<file path="config.mk">
export PLATFORM = sky130hd
export DESIGN_NAME = adaptive_rice_bit_encoder_top
export DESIGN_NICKNAME = d
export VERILOG_FILES = /design/src/rtl/core/arbe_pkg.sv /design/src/rtl/core/arbe_ctrl.sv /design/src/rtl/core/arbe_dp.sv /design/src/rtl/core/adaptive_rice_bit_encoder_top.sv
export SDC_FILE = /design/constraint.sdc
export NUM_CORES = 1
export LEC_CHECK = 0
export BUFFER_PORTS_ARGS = -buffer_cell sky130_fd_sc_hd__buf_2
export CAP_MARGIN = 20
export CORE_MARGIN = 3
export CORE_UTILIZATION = 40
export DETAILED_ROUTE_END_ITERATION = 7
export PLACE_DENSITY = 0.64
export SYNTH_ARGS = -nofsm -noshare
export SYNTH_HDL_FRONTEND = slang
export SYNTH_SLANG_ARGS = --single-unit
</file>
<file path="constraint.sdc">
create_clock -name i_clk -period 6.6 [get_ports i_clk]
set_input_delay 0.33 -clock i_clk [delete_from_list [all_inputs] [get_ports i_clk]]
set_output_delay 0.33 -clock i_clk [all_outputs]
set_load 0.1 [all_outputs]
</file>
<file path="src/rtl/core/arbe_pkg.sv">
// Shared types and constants for the adaptive Rice bit encoder.
// Holds operation codes, FSM state type and the controller/datapath command and status structs.
// No dependencies.
`timescale 1ns / 1ps

package arbe_pkg;

    localparam int MAX_UNARY     = 32;
    localparam int VALUE_BITS    = 16;
    localparam int CODE_CAP_BITS = 48;
    localparam int K_LIMIT       = 15;
    localparam int MAX_RESULTS   = 6;

    localparam logic [16:0] VALUE_MASK =
        (VALUE_BITS >= 17) ? 17'h1FFFF : 17'((18'd1 << VALUE_BITS) - 18'd1);

    localparam logic [2:0] FUNC_RAW      = 3'd0;
    localparam logic [2:0] FUNC_RICE     = 3'd1;
    localparam logic [2:0] FUNC_SRICE    = 3'd2;
    localparam logic [2:0] FUNC_RICE_DC  = 3'd3;
    localparam logic [2:0] FUNC_SRICE_DC = 3'd4;
    localparam logic [2:0] FUNC_FLUSH    = 3'd5;

    typedef enum logic [1:0] {
        ST_IDLE,
        ST_CALC,
        ST_EMIT
    } t_state;

    typedef struct packed {
        logic load;
        logic calc;
        logic emit;
    } t_cmd;

    typedef struct packed {
        logic out_free;
        logic last_byte;
    } t_status;

endpackage

</file>
<file path="src/rtl/core/arbe_ctrl.sv">
// Controller FSM of the adaptive Rice bit encoder: accept, code setup, byte emission.
// Depends on arbe_pkg for the state type and the command/status structs.
`timescale 1ns / 1ps

module arbe_ctrl (
    input  logic              i_clk,
    input  logic              i_rst_n,
    input  logic              i_valid,
    output logic              o_stall,
    input  arbe_pkg::t_status i_status,
    output arbe_pkg::t_cmd    o_cmd
);

    arbe_pkg::t_state r_state;
    arbe_pkg::t_state n_state;

    always_ff @(posedge i_clk) begin
        if (!i_rst_n) begin
            r_state <= arbe_pkg::ST_IDLE;
        end else begin
            r_state <= n_state;
        end
    end

    always_comb begin
        n_state    = r_state;
        o_cmd      = '0;
        o_stall    = 1'b1;
        case (r_state)
            arbe_pkg::ST_IDLE: begin
                o_stall = 1'b0;
                if (i_valid) begin
                    o_cmd.load = 1'b1;
                    n_state    = arbe_pkg::ST_CALC;
                end
            end
            arbe_pkg::ST_CALC: begin
                o_cmd.calc = 1'b1;
                n_state    = arbe_pkg::ST_EMIT;
            end
            arbe_pkg::ST_EMIT: begin
                if (i_status.out_free) begin
                    o_cmd.emit = 1'b1;
                    if (i_status.last_byte) begin
                        n_state = arbe_pkg::ST_IDLE;
                    end
                end
            end
            default: begin
                n_state = arbe_pkg::ST_IDLE;
            end
        endcase
    end

endmodule

</file>
<file path="src/rtl/core/arbe_dp.sv">
// Datapath of the adaptive Rice bit encoder: value mapping, code layout, byte generation,
// pending-bit state and the output register. Depends on arbe_pkg.
`timescale 1ns / 1ps

module arbe_dp (
    input  logic              i_clk,
    input  logic              i_rst_n,
    input  arbe_pkg::t_cmd    i_cmd,
    output arbe_pkg::t_status o_status,
    input  logic [2:0]        i_func,
    input  logic signed [16:0] i_value,
    input  logic [4:0]        i_nbits,
    input  logic [3:0]        i_k_in,
    output logic              o_valid,
    input  logic              i_stall,
    output logic              o_byte_valid,
    output logic [7:0]        o_out_byte,
    output logic [3:0]        o_k_out,
    output logic              o_overflow_error,
    output logic              o_last
);

    // stream bit at position p: old pending bits, ones, separator zero, data, then zeros
    function automatic logic gen_bit(input logic [6:0] p, input logic [6:0] pc,
                                     input logic [6:0] a, input logic [6:0] e,
                                     input logic [6:0] t, input logic [7:0] pb,
                                     input logic [16:0] dv);
        logic [6:0] j;
        logic       b;
        j = t - 7'd1 - p;
        if (p < pc) begin
            b = pb[3'd7 - p[2:0]];
        end else if (p < a) begin
            b = 1'b1;
        end else if (p < e) begin
            b = 1'b0;
        end else if (p < t) begin
            b = (j < 7'd17) ? dv[j[4:0]] : 1'b0;
        end else begin
            b = 1'b0;
        end
        return b;
    endfunction

    // stage 1
    logic [2:0]  r_func;
    logic [16:0] r_v;
    logic [16:0] r_q;
    logic [4:0]  r_vlen;
    logic [3:0]  r_k;
    logic [4:0]  r_nb;
    logic [16:0] n_v;
    logic [4:0]  n_vlen;
    logic [16:0] w_raw;

    // stage 2
    logic [6:0]  r_a;
    logic [6:0]  r_e;
    logic [6:0]  r_t;
    logic [2:0]  r_nres;
    logic [3:0]  r_kn;
    logic        r_err;
    logic [2:0]  r_bidx;

    logic [6:0]  w_u;
    logic        w_z;
    logic [6:0]  w_l;
    logic [3:0]  w_kn;
    logic        w_err;
    logic [6:0]  w_a;
    logic [6:0]  w_e;
    logic [6:0]  w_t;
    logic [4:0]  w_grp;
    logic [2:0]  w_cnt;
    logic [6:0]  w_esc_l;
    logic [3:0]  w_rice_k;
    logic [3:0]  w_esc_k;
    logic [4:0]  w_esc_sum;
    logic        w_dc_esc;
    logic        w_rice_err;

    // pending state and output register
    logic [2:0]  r_pc;
    logic [7:0]  r_pb;
    logic        r_out_valid;
    logic        r_byte_valid;
    logic [7:0]  r_out_byte;
    logic [3:0]  r_k_out;
    logic        r_err_out;
    logic        r_last;

    logic [6:0]  w_base;
    logic [6:0]  w_pbase;
    logic [7:0]  w_byte;
    logic [7:0]  w_pend;
    logic        w_last;

    assign w_raw = $unsigned(i_value);

    always_comb begin
        case (i_func)
            arbe_pkg::FUNC_RAW: begin
                n_v = w_raw;
            end
            arbe_pkg::FUNC_RICE, arbe_pkg::FUNC_RICE_DC: begin
                n_v = w_raw & arbe_pkg::VALUE_MASK;
            end
            arbe_pkg::FUNC_SRICE, arbe_pkg::FUNC_SRICE_DC: begin
                n_v = w_raw[16] ? {~w_raw[15:0], 1'b1} : {w_raw[15:0], 1'b0};
            end
            default: begin
                n_v = '0;
            end
        endcase
        n_vlen = '0;
        for (int b = 0; b < 17; b++) begin
            if (n_v[b]) begin
                n_vlen = 5'(b + 1);
            end
        end
    end

    always_ff @(posedge i_clk) begin
        if (i_cmd.load) begin
            r_func <= i_func;
            r_v    <= n_v;
            r_q    <= n_v >> i_k_in;
            r_vlen <= n_vlen;
            r_k    <= i_k_in;
            r_nb   <= (i_nbits > 5'd16) ? 5'd16 : i_nbits;
        end
    end

    always_comb begin
        w_grp = 5'd5 + {1'b0, r_k};
        if (r_vlen <= w_grp) begin
            w_cnt = 3'd1;
        end else if ({1'b0, r_vlen} <= {w_grp, 1'b0}) begin
            w_cnt = 3'd2;
        end else if ({2'b0, r_vlen} <= ({2'b0, w_grp} + {1'b0, w_grp, 1'b0})) begin
            w_cnt = 3'd3;
        end else begin
            w_cnt = 3'd4;
        end
        case (w_cnt)
            3'd1:    w_esc_l = {2'b0, w_grp};
            3'd2:    w_esc_l = {1'b0, w_grp, 1'b0};
            3'd3:    w_esc_l = {2'b0, w_grp} + {1'b0, w_grp, 1'b0};
            default: w_esc_l = {w_grp, 2'b0};
        endcase
        w_esc_sum = {1'b0, r_k} + {1'b0, w_cnt, 1'b0};
        w_esc_k   = (w_esc_sum > 5'(arbe_pkg::K_LIMIT)) ? 4'(arbe_pkg::K_LIMIT)
                                                        : w_esc_sum[3:0];
        if (r_vlen <= {1'b0, r_k}) begin
            w_rice_k = (r_k == 4'd0) ? 4'd0 : r_k - 4'd1;
        end else begin
            w_rice_k = ((r_vlen - 5'd1) > 5'(arbe_pkg::K_LIMIT)) ? 4'(arbe_pkg::K_LIMIT)
                                                                 : 4'(r_vlen - 5'd1);
        end
        w_dc_esc   = r_q >= ({13'b0, r_k} + 17'd8);
        w_rice_err = (r_q > 17'(arbe_pkg::MAX_UNARY)) ||
                     (({1'b0, r_q} + {14'b0, r_k} + 18'd1) > 18'(arbe_pkg::CODE_CAP_BITS));

        w_u   = '0;
        w_z   = 1'b0;
        w_l   = '0;
        w_kn  = r_k;
        w_err = 1'b0;
        case (r_func)
            arbe_pkg::FUNC_RAW: begin
                w_l = {2'b0, r_nb};
            end
            arbe_pkg::FUNC_RICE, arbe_pkg::FUNC_SRICE: begin
                if (w_rice_err) begin
                    w_err = 1'b1;
                end else begin
                    w_u  = r_q[6:0];
                    w_z  = 1'b1;
                    w_l  = {3'b0, r_k};
                    w_kn = w_rice_k;
                end
            end
            arbe_pkg::FUNC_RICE_DC, arbe_pkg::FUNC_SRICE_DC: begin
                w_z = 1'b1;
                if (w_dc_esc) begin
                    w_u  = 7'd7 + {3'b0, r_k} + {4'b0, w_cnt};
                    w_l  = w_esc_l;
                    w_kn = w_esc_k;
                end else begin
                    w_u  = r_q[6:0];
                    w_l  = {3'b0, r_k};
                    w_kn = w_rice_k;
                end
            end
            arbe_pkg::FUNC_FLUSH: begin
                w_l = (r_pc != 3'd0) ? (7'd8 - {4'b0, r_pc}) : 7'd0;
            end
            default: begin
                w_l = '0;
            end
        endcase
        w_a = {4'b0, r_pc} + w_u;
        w_e = w_a + {6'b0, w_z};
        w_t = w_e + w_l;
    end

    always_ff @(posedge i_clk) begin
        if (i_cmd.calc) begin
            r_a    <= w_a;
            r_e    <= w_e;
            r_t    <= w_t;
            r_nres <= (w_t[6:3] > 4'(arbe_pkg::MAX_RESULTS)) ? 3'(arbe_pkg::MAX_RESULTS)
                                                             : w_t[5:3];
            r_kn   <= w_kn;
            r_err  <= w_err;
        end
    end

    assign w_base  = {1'b0, r_bidx, 3'b000};
    assign w_pbase = {r_t[6:3], 3'b000};
    assign w_last  = (r_nres == 3'd0) || (r_bidx == (r_nres - 3'd1));

    always_comb begin
        for (int i = 0; i < 8; i++) begin
            w_byte[7 - i] = gen_bit(w_base + 7'(i), {4'b0, r_pc}, r_a, r_e, r_t, r_pb, r_v);
            w_pend[7 - i] = gen_bit(w_pbase + 7'(i), {4'b0, r_pc}, r_a, r_e, r_t, r_pb, r_v);
        end
    end

    always_ff @(posedge i_clk) begin
        if (!i_rst_n) begin
            r_bidx      <= '0;
            r_pc        <= '0;
            r_pb        <= '0;
            r_out_valid <= 1'b0;
        end else begin
            if (i_cmd.calc) begin
                r_bidx <= '0;
            end
            if (i_cmd.emit) begin
                r_out_valid <= 1'b1;
                if (w_last) begin
                    r_pc <= r_t[2:0];
                    r_pb <= w_pend;
                end else begin
                    r_bidx <= r_bidx + 3'd1;
                end
            end else if (!i_stall) begin
                r_out_valid <= 1'b0;
            end
        end
    end

    always_ff @(posedge i_clk) begin
        if (i_cmd.emit) begin
            r_byte_valid <= (r_nres != 3'd0);
            r_out_byte   <= (r_nres != 3'd0) ? w_byte : 8'd0;
            r_k_out      <= r_kn;
            r_err_out    <= r_err;
            r_last       <= w_last;
        end
    end

    assign o_status.out_free  = !r_out_valid || !i_stall;
    assign o_status.last_byte = w_last;

    assign o_valid          = r_out_valid;
    assign o_byte_valid     = r_byte_valid;
    assign o_out_byte       = r_out_byte;
    assign o_k_out          = r_k_out;
    assign o_overflow_error = r_err_out;
    assign o_last           = r_last;

endmodule

</file>
<file path="src/rtl/core/adaptive_rice_bit_encoder_top.sv">
// Adaptive Rice bit encoder, top level. Per item: accept, code setup, then one result beat
// per cycle while the output is not stalled; the input stays stalled until the last beat.
// First beat goes via ST_CALC, ST_EMIT and the output register; up to six beats per item.
// Byte emission rate is set by the single output register, one byte per cycle unless stalled.
// Synchronous active-low reset clears the FSM, pending bits/count and output valid; no sweep.
`timescale 1ns / 1ps

module adaptive_rice_bit_encoder_top (
    input  logic              i_clk,
    input  logic              i_rst_n,
    input  logic              i_valid,
    output logic              o_stall,
    input  logic [2:0]        i_func,
    input  logic signed [16:0] i_value,
    input  logic [4:0]        i_nbits,
    input  logic [3:0]        i_k_in,
    output logic              o_valid,
    input  logic              i_stall,
    output logic              o_byte_valid,
    output logic [7:0]        o_out_byte,
    output logic [3:0]        o_k_out,
    output logic              o_overflow_error,
    output logic              o_last
);

    arbe_pkg::t_cmd    w_cmd;
    arbe_pkg::t_status w_status;

    arbe_ctrl u_ctrl (
        .i_clk    (i_clk),
        .i_rst_n  (i_rst_n),
        .i_valid  (i_valid),
        .o_stall  (o_stall),
        .i_status (w_status),
        .o_cmd    (w_cmd)
    );

    arbe_dp u_dp (
        .i_clk            (i_clk),
        .i_rst_n          (i_rst_n),
        .i_cmd            (w_cmd),
        .o_status         (w_status),
        .i_func           (i_func),
        .i_value          (i_value),
        .i_nbits          (i_nbits),
        .i_k_in           (i_k_in),
        .o_valid          (o_valid),
        .i_stall          (i_stall),
        .o_byte_valid     (o_byte_valid),
        .o_out_byte       (o_out_byte),
        .o_k_out          (o_k_out),
        .o_overflow_error (o_overflow_error),
        .o_last           (o_last)
    );

endmodule

</file>
==> impl_metrics.py <==
metrics = {
    "sta": {
        "final.period_utilization": 0.9414,
        "worst_pin_slew_ns": 0.9830,
        "remaining_max_slew_budget_at_the_tightest_pin": 0.3407,
        "setup_violations": 0,
        "finalCriticalPeriod_ns": 6.214,
        "final-hold-violation-count": 0,
        "whs_ns": 0.2096,
        "total_negative_setup_slack_ns": 0,
        "finalMaxSlewViolations": 0,
        "worst_clock_skew_ns": 0.008883,
        "timing.fmax_mhz": 160.9,
    },
    "logic_synthesis": {
        "yosys.cell_types.count": 100,
        "synth-seq-area-share": 0.2943,
        "synth_area_per_cell_um2": 9.277,
        "synth.net_count": 1296,
        "yosys_register_bits": 111,
        "netlist.area_leader.share": 0.2646,
        "asyncSetResetFlopFracSynth": 0,
        "synthMostInstantiatedCell": "sky130_fd_sc_hd__edfxtp_1",
        "synth-edff-count": 95,
        "synth_commonest_cells": "sky130_fd_sc_hd__edfxtp_1, sky130_fd_sc_hd__ha_1, sky130_fd_sc_hd__o21ai_0",
        "primary_ff_master_synth": "sky130_fd_sc_hd__edfxtp_1",
        "mappedNetlistArea_um2": 10780,
        "synth-warning-count": 0,
        "post_synth_main_area_contributors": "sky130_fd_sc_hd__edfxtp_1, sky130_fd_sc_hd__ha_1, sky130_fd_sc_hd__xnor2_1",
        "synthDominantAreaCellType": "sky130_fd_sc_hd__edfxtp_1",
        "synthCells": 1162,
    },
    "grt": {
        "antenna_found_initial": 0,
        "grt_first_pass_wirelength_mm": 47.41,
        "grt_max_degree": 52,
        "grt_pass1_vias": 8481,
        "gr-usage-all-layers": 0.2065,
        "grt-ovfl-total": 0,
    },
    "final_layout": {
        "areaGrowthSynthToFinish_pct": 9.807,
        "layout-drive-gt1-share": 0.1474,
        "multi_input_comb_area_um2": 7152,
        "filler_cell_count": 2539,
        "finalNetCount": 1343,
        "seq_area_um2": 3173,
        "antenna_cells": 0,
    },
    "setup_path": {
        "critical_path.reg2reg.startpoint": "u_dp.r_k[0]",
        "r2r_cells": 30,
        "regToRegSetupSlack_ns": 0.39,
        "required_ns": 6.80,
        "critical-path-slowest-cell": "sky130_fd_sc_hd__fa_1",
        "worst_path_largest_cell_delay_ns": 0.51,
        "critPathArrivalTime_ns": 6.41,
        "criticalPathCategory": "reg -> reg",
        "critical_path.startpoint_type": "flip-flop",
        "path_max_fanout": 4,
        "setup.worst_path.end_class": "flip-flop",
        "critical_path.reg2reg.endpoint": "u_dp.r_nres[0]",
    },
    "hold_path": {
        "min_path_cells": 1,
        "timing.hold.worst_endpoint": "u_dp.r_func[0]",
        "timing.hold.worst.start": "i_func[0]",
        "hp-class": "in -> reg",
    },
    "floorplan": {
        "ios": 50,
        "initial_utilization": 0.4102,
        "rows": 59,
        "chipWidth_um": 170.2,
        "die_height_um": 170.2,
        "core_region_area_um2": 26280,
        "fp.dieArea_um2": 28960,
    },
    "routing": {
        "routed_via_density": 5.876,
        "first_pass_iters": 7,
        "drt_iter0_drc": 840,
        "drt_wl_total_mm": 30.07,
        "post_drt_wl_per_cell_um": 19.41,
        "post-route-drc-count": 0,
        "route.antenna.remaining_nets": 0,
        "detailroute.via_count": 9102,
    },
    "clocking": {
        "ctsLongestPathBuffers": 2,
        "cts.root.buffer_cell": "sky130_fd_sc_hd__clkbuf_16",
        "worst_skew_pair_later_pin_latency_ns": 0.35,
        "cts_max_level": 3,
        "tritoncts.num_buffers": 9,
        "cts_hold_buffers": 0,
        "clkTransAtPathRegs_ns": 0.07,
        "cts_tree": "built",
        "cts_num_sinks": 111,
    },
    "power": {
        "internal_power_mw": 1.677,
        "post-layout-total-power_mw": 2.867,
        "power_frac_comb": 0.513,
        "max-vdd-ir-drop_uv": 115.2,
        "powerDensity_nw_per_um2": 242.2,
        "power.switching_mw": 1.190,
        "share_seq_of_total_power": 0.313,
        "power.share.switching": 0.4151,
        "total_leakage_power_nw": 4.778,
        "power.clock.fraction": 0.174,
    },
    "outcome": {
        "outcome": "completed",
    },
    "flow_run": {
        "number_of_max_capacitance_violations_reported": 0,
    },
    "placed_design": {
        "post-dp-hpwl_mm": 23.72,
        "portBuffers": 49,
        "place_congestion": 0.9993,
    },
}
worst max-delay path: cells and delay by family, from the launching register on:
kind / cells / cell delay (ns)
adders and majority gates: 6 / 2.18
and+or+nand+nor: 5 / 0.92
muxes: 1 / 0.14
buffers and inverters: 5 / 0.59
AOI/OAI and AO/OA: 10 / 1.33
DFF: 1 / 0.43
xor gates and xnor gates: 3 / 0.46
power by group through the flow:
stage	Sequential, mW	Combinational (mW)	Clock (mW)
final	0.897	1.47	0.500
after global routing	0.904	1.60	0.539
after CTS	0.897	1.42	0.515
after detailed placement	0.912	1.41	0
after global placement	0.911	1.41	0
after floorplan	0.924	1.03	0
through the flow:
step	setup WS, ns	util	instances	area [um2]
after floorplan	0.09977	-	1162	10780
after global placement	0.1782	0.4358	1527	11450
after detailed placement	-0.07628	0.4358	1527	11450
after CTS	0.06818	0.4460	1543	11720
after global routing	-0.06034	0.4504	1549	11840
final	0.3865	0.4504	1549	11840
kinds of logic (layout without fill, tap and decap cells):
| kind of cell | count (synthesis) | in the layout | share of synthesized area |
|---|---|---|---|
| AOI/OAI and AO/OA | 346 | 346 | 0.2134 |
| xor gates and xnor gates | 97 | 97 | 0.08542 |
| adders and majority gates | 104 | 104 | 0.1249 |
| buffers and inverters | 139 | 191 | 0.05084 |
| DFF | 111 | 111 | 0.2943 |
| muxes | 77 | 77 | 0.09552 |
| other | 1 | 1 | 0.0003479 |
| and+or+nand+nor | 287 | 287 | 0.1352 |
sequential cells by signal, summed over array words and instances (netlist names), 4 cells and up:
register         count
u_dp.r_vlen          5
u_dp.r_a             7
u_dp.r_e             7
u_dp.r_q            17
u_dp.r_kn            4
u_dp.o_out_byte      8
u_dp.r_nb            5
u_dp.r_v            17
u_dp.o_k_out         4
u_dp.r_pb            7
u_dp.r_t             7
u_dp.r_k             4
metal layers:
layer	vias to the layer above	GRT usage	routed length [um]
met4	0	0.04797	527
met3	39	0.02671	1687
met1	4359	0.2924	13640
li1	4388	-	-
met2	316	0.3379	14210
met5	-	0	0
placed cells by master (no fill, tap or decap), types with 8 or more instances in the layout:
| master | synthesis | final |
|---|---|---|
| sky130_fd_sc_hd__a211oi_1 | 8 | 8 |
| sky130_fd_sc_hd__a21o_1 | 22 | 22 |
| sky130_fd_sc_hd__a21oi_1 | 82 | 75 |
| sky130_fd_sc_hd__a21oi_2 | 2 | 8 |
| sky130_fd_sc_hd__a22oi_1 | 17 | 17 |
| sky130_fd_sc_hd__a31oi_1 | 12 | 12 |
| sky130_fd_sc_hd__buf_2 | 10 | 49 |
| sky130_fd_sc_hd__buf_4 | 1 | 30 |
| sky130_fd_sc_hd__clkbuf_16 | 0 | 9 |
| sky130_fd_sc_hd__dfxtp_1 | 16 | 16 |
| sky130_fd_sc_hd__edfxtp_1 | 95 | 95 |
| sky130_fd_sc_hd__ha_1 | 94 | 94 |
| sky130_fd_sc_hd__inv_1 | 90 | 90 |
| sky130_fd_sc_hd__mux2_2 | 16 | 16 |
| sky130_fd_sc_hd__mux2i_1 | 41 | 41 |
| sky130_fd_sc_hd__mux4_2 | 16 | 16 |
| sky130_fd_sc_hd__nand2_1 | 63 | 63 |
| sky130_fd_sc_hd__nand2b_1 | 9 | 9 |
| sky130_fd_sc_hd__nand3_1 | 22 | 22 |
| sky130_fd_sc_hd__nand4_1 | 13 | 13 |
| sky130_fd_sc_hd__nor2_1 | 79 | 77 |
| sky130_fd_sc_hd__nor2b_1 | 23 | 22 |
| sky130_fd_sc_hd__nor3_1 | 22 | 22 |
| sky130_fd_sc_hd__o211ai_1 | 8 | 8 |
| sky130_fd_sc_hd__o21ai_0 | 91 | 91 |
| sky130_fd_sc_hd__o31ai_1 | 9 | 9 |
| sky130_fd_sc_hd__or3_1 | 10 | 10 |
| sky130_fd_sc_hd__xnor2_1 | 55 | 52 |
| sky130_fd_sc_hd__xor2_1 | 34 | 34 |
worst max-delay path by stage:
stage	from	endpoint	cells past startpoint
2_1_floorplan	u_dp.r_k[0]	u_dp.r_nres[0]	31
3_3_place_gp	u_dp.r_k[0]	u_dp.r_nres[0]	31
3_5_place_dp	u_dp.r_k[0]	u_dp.r_nres[1]	30
4_1_cts	u_dp.r_k[0]	u_dp.r_nres[0]	30
5_1_grt	u_dp.r_k[0]	u_dp.r_nres[2]	32
6_report	u_dp.r_k[0]	u_dp.r_nres[0]	30
what timing repair did:
| item | 4_1_cts | 5_1_grt |
|---|---|---|
| setup endpoints to repair | 3 | 6 |
| setup buffers | 0 | 5 |
| pin swaps | 0 | 3 |
| gates resized for setup | 2 | 13 |
cell type report:
class / count / area share
Multi-Input combinational cell: 912 / 0.6042
Clock buffer: 13 / 0.02029
Timing Repair Buffer: 79 / 0.03974
Sequential cell: 111 / 0.2680
Clock inverter: 3 / 0.001691
Inverter: 96 / 0.03065
Tap cell: 335 / 0.03541
Note: power is estimated with default switching activity, not from simulation.
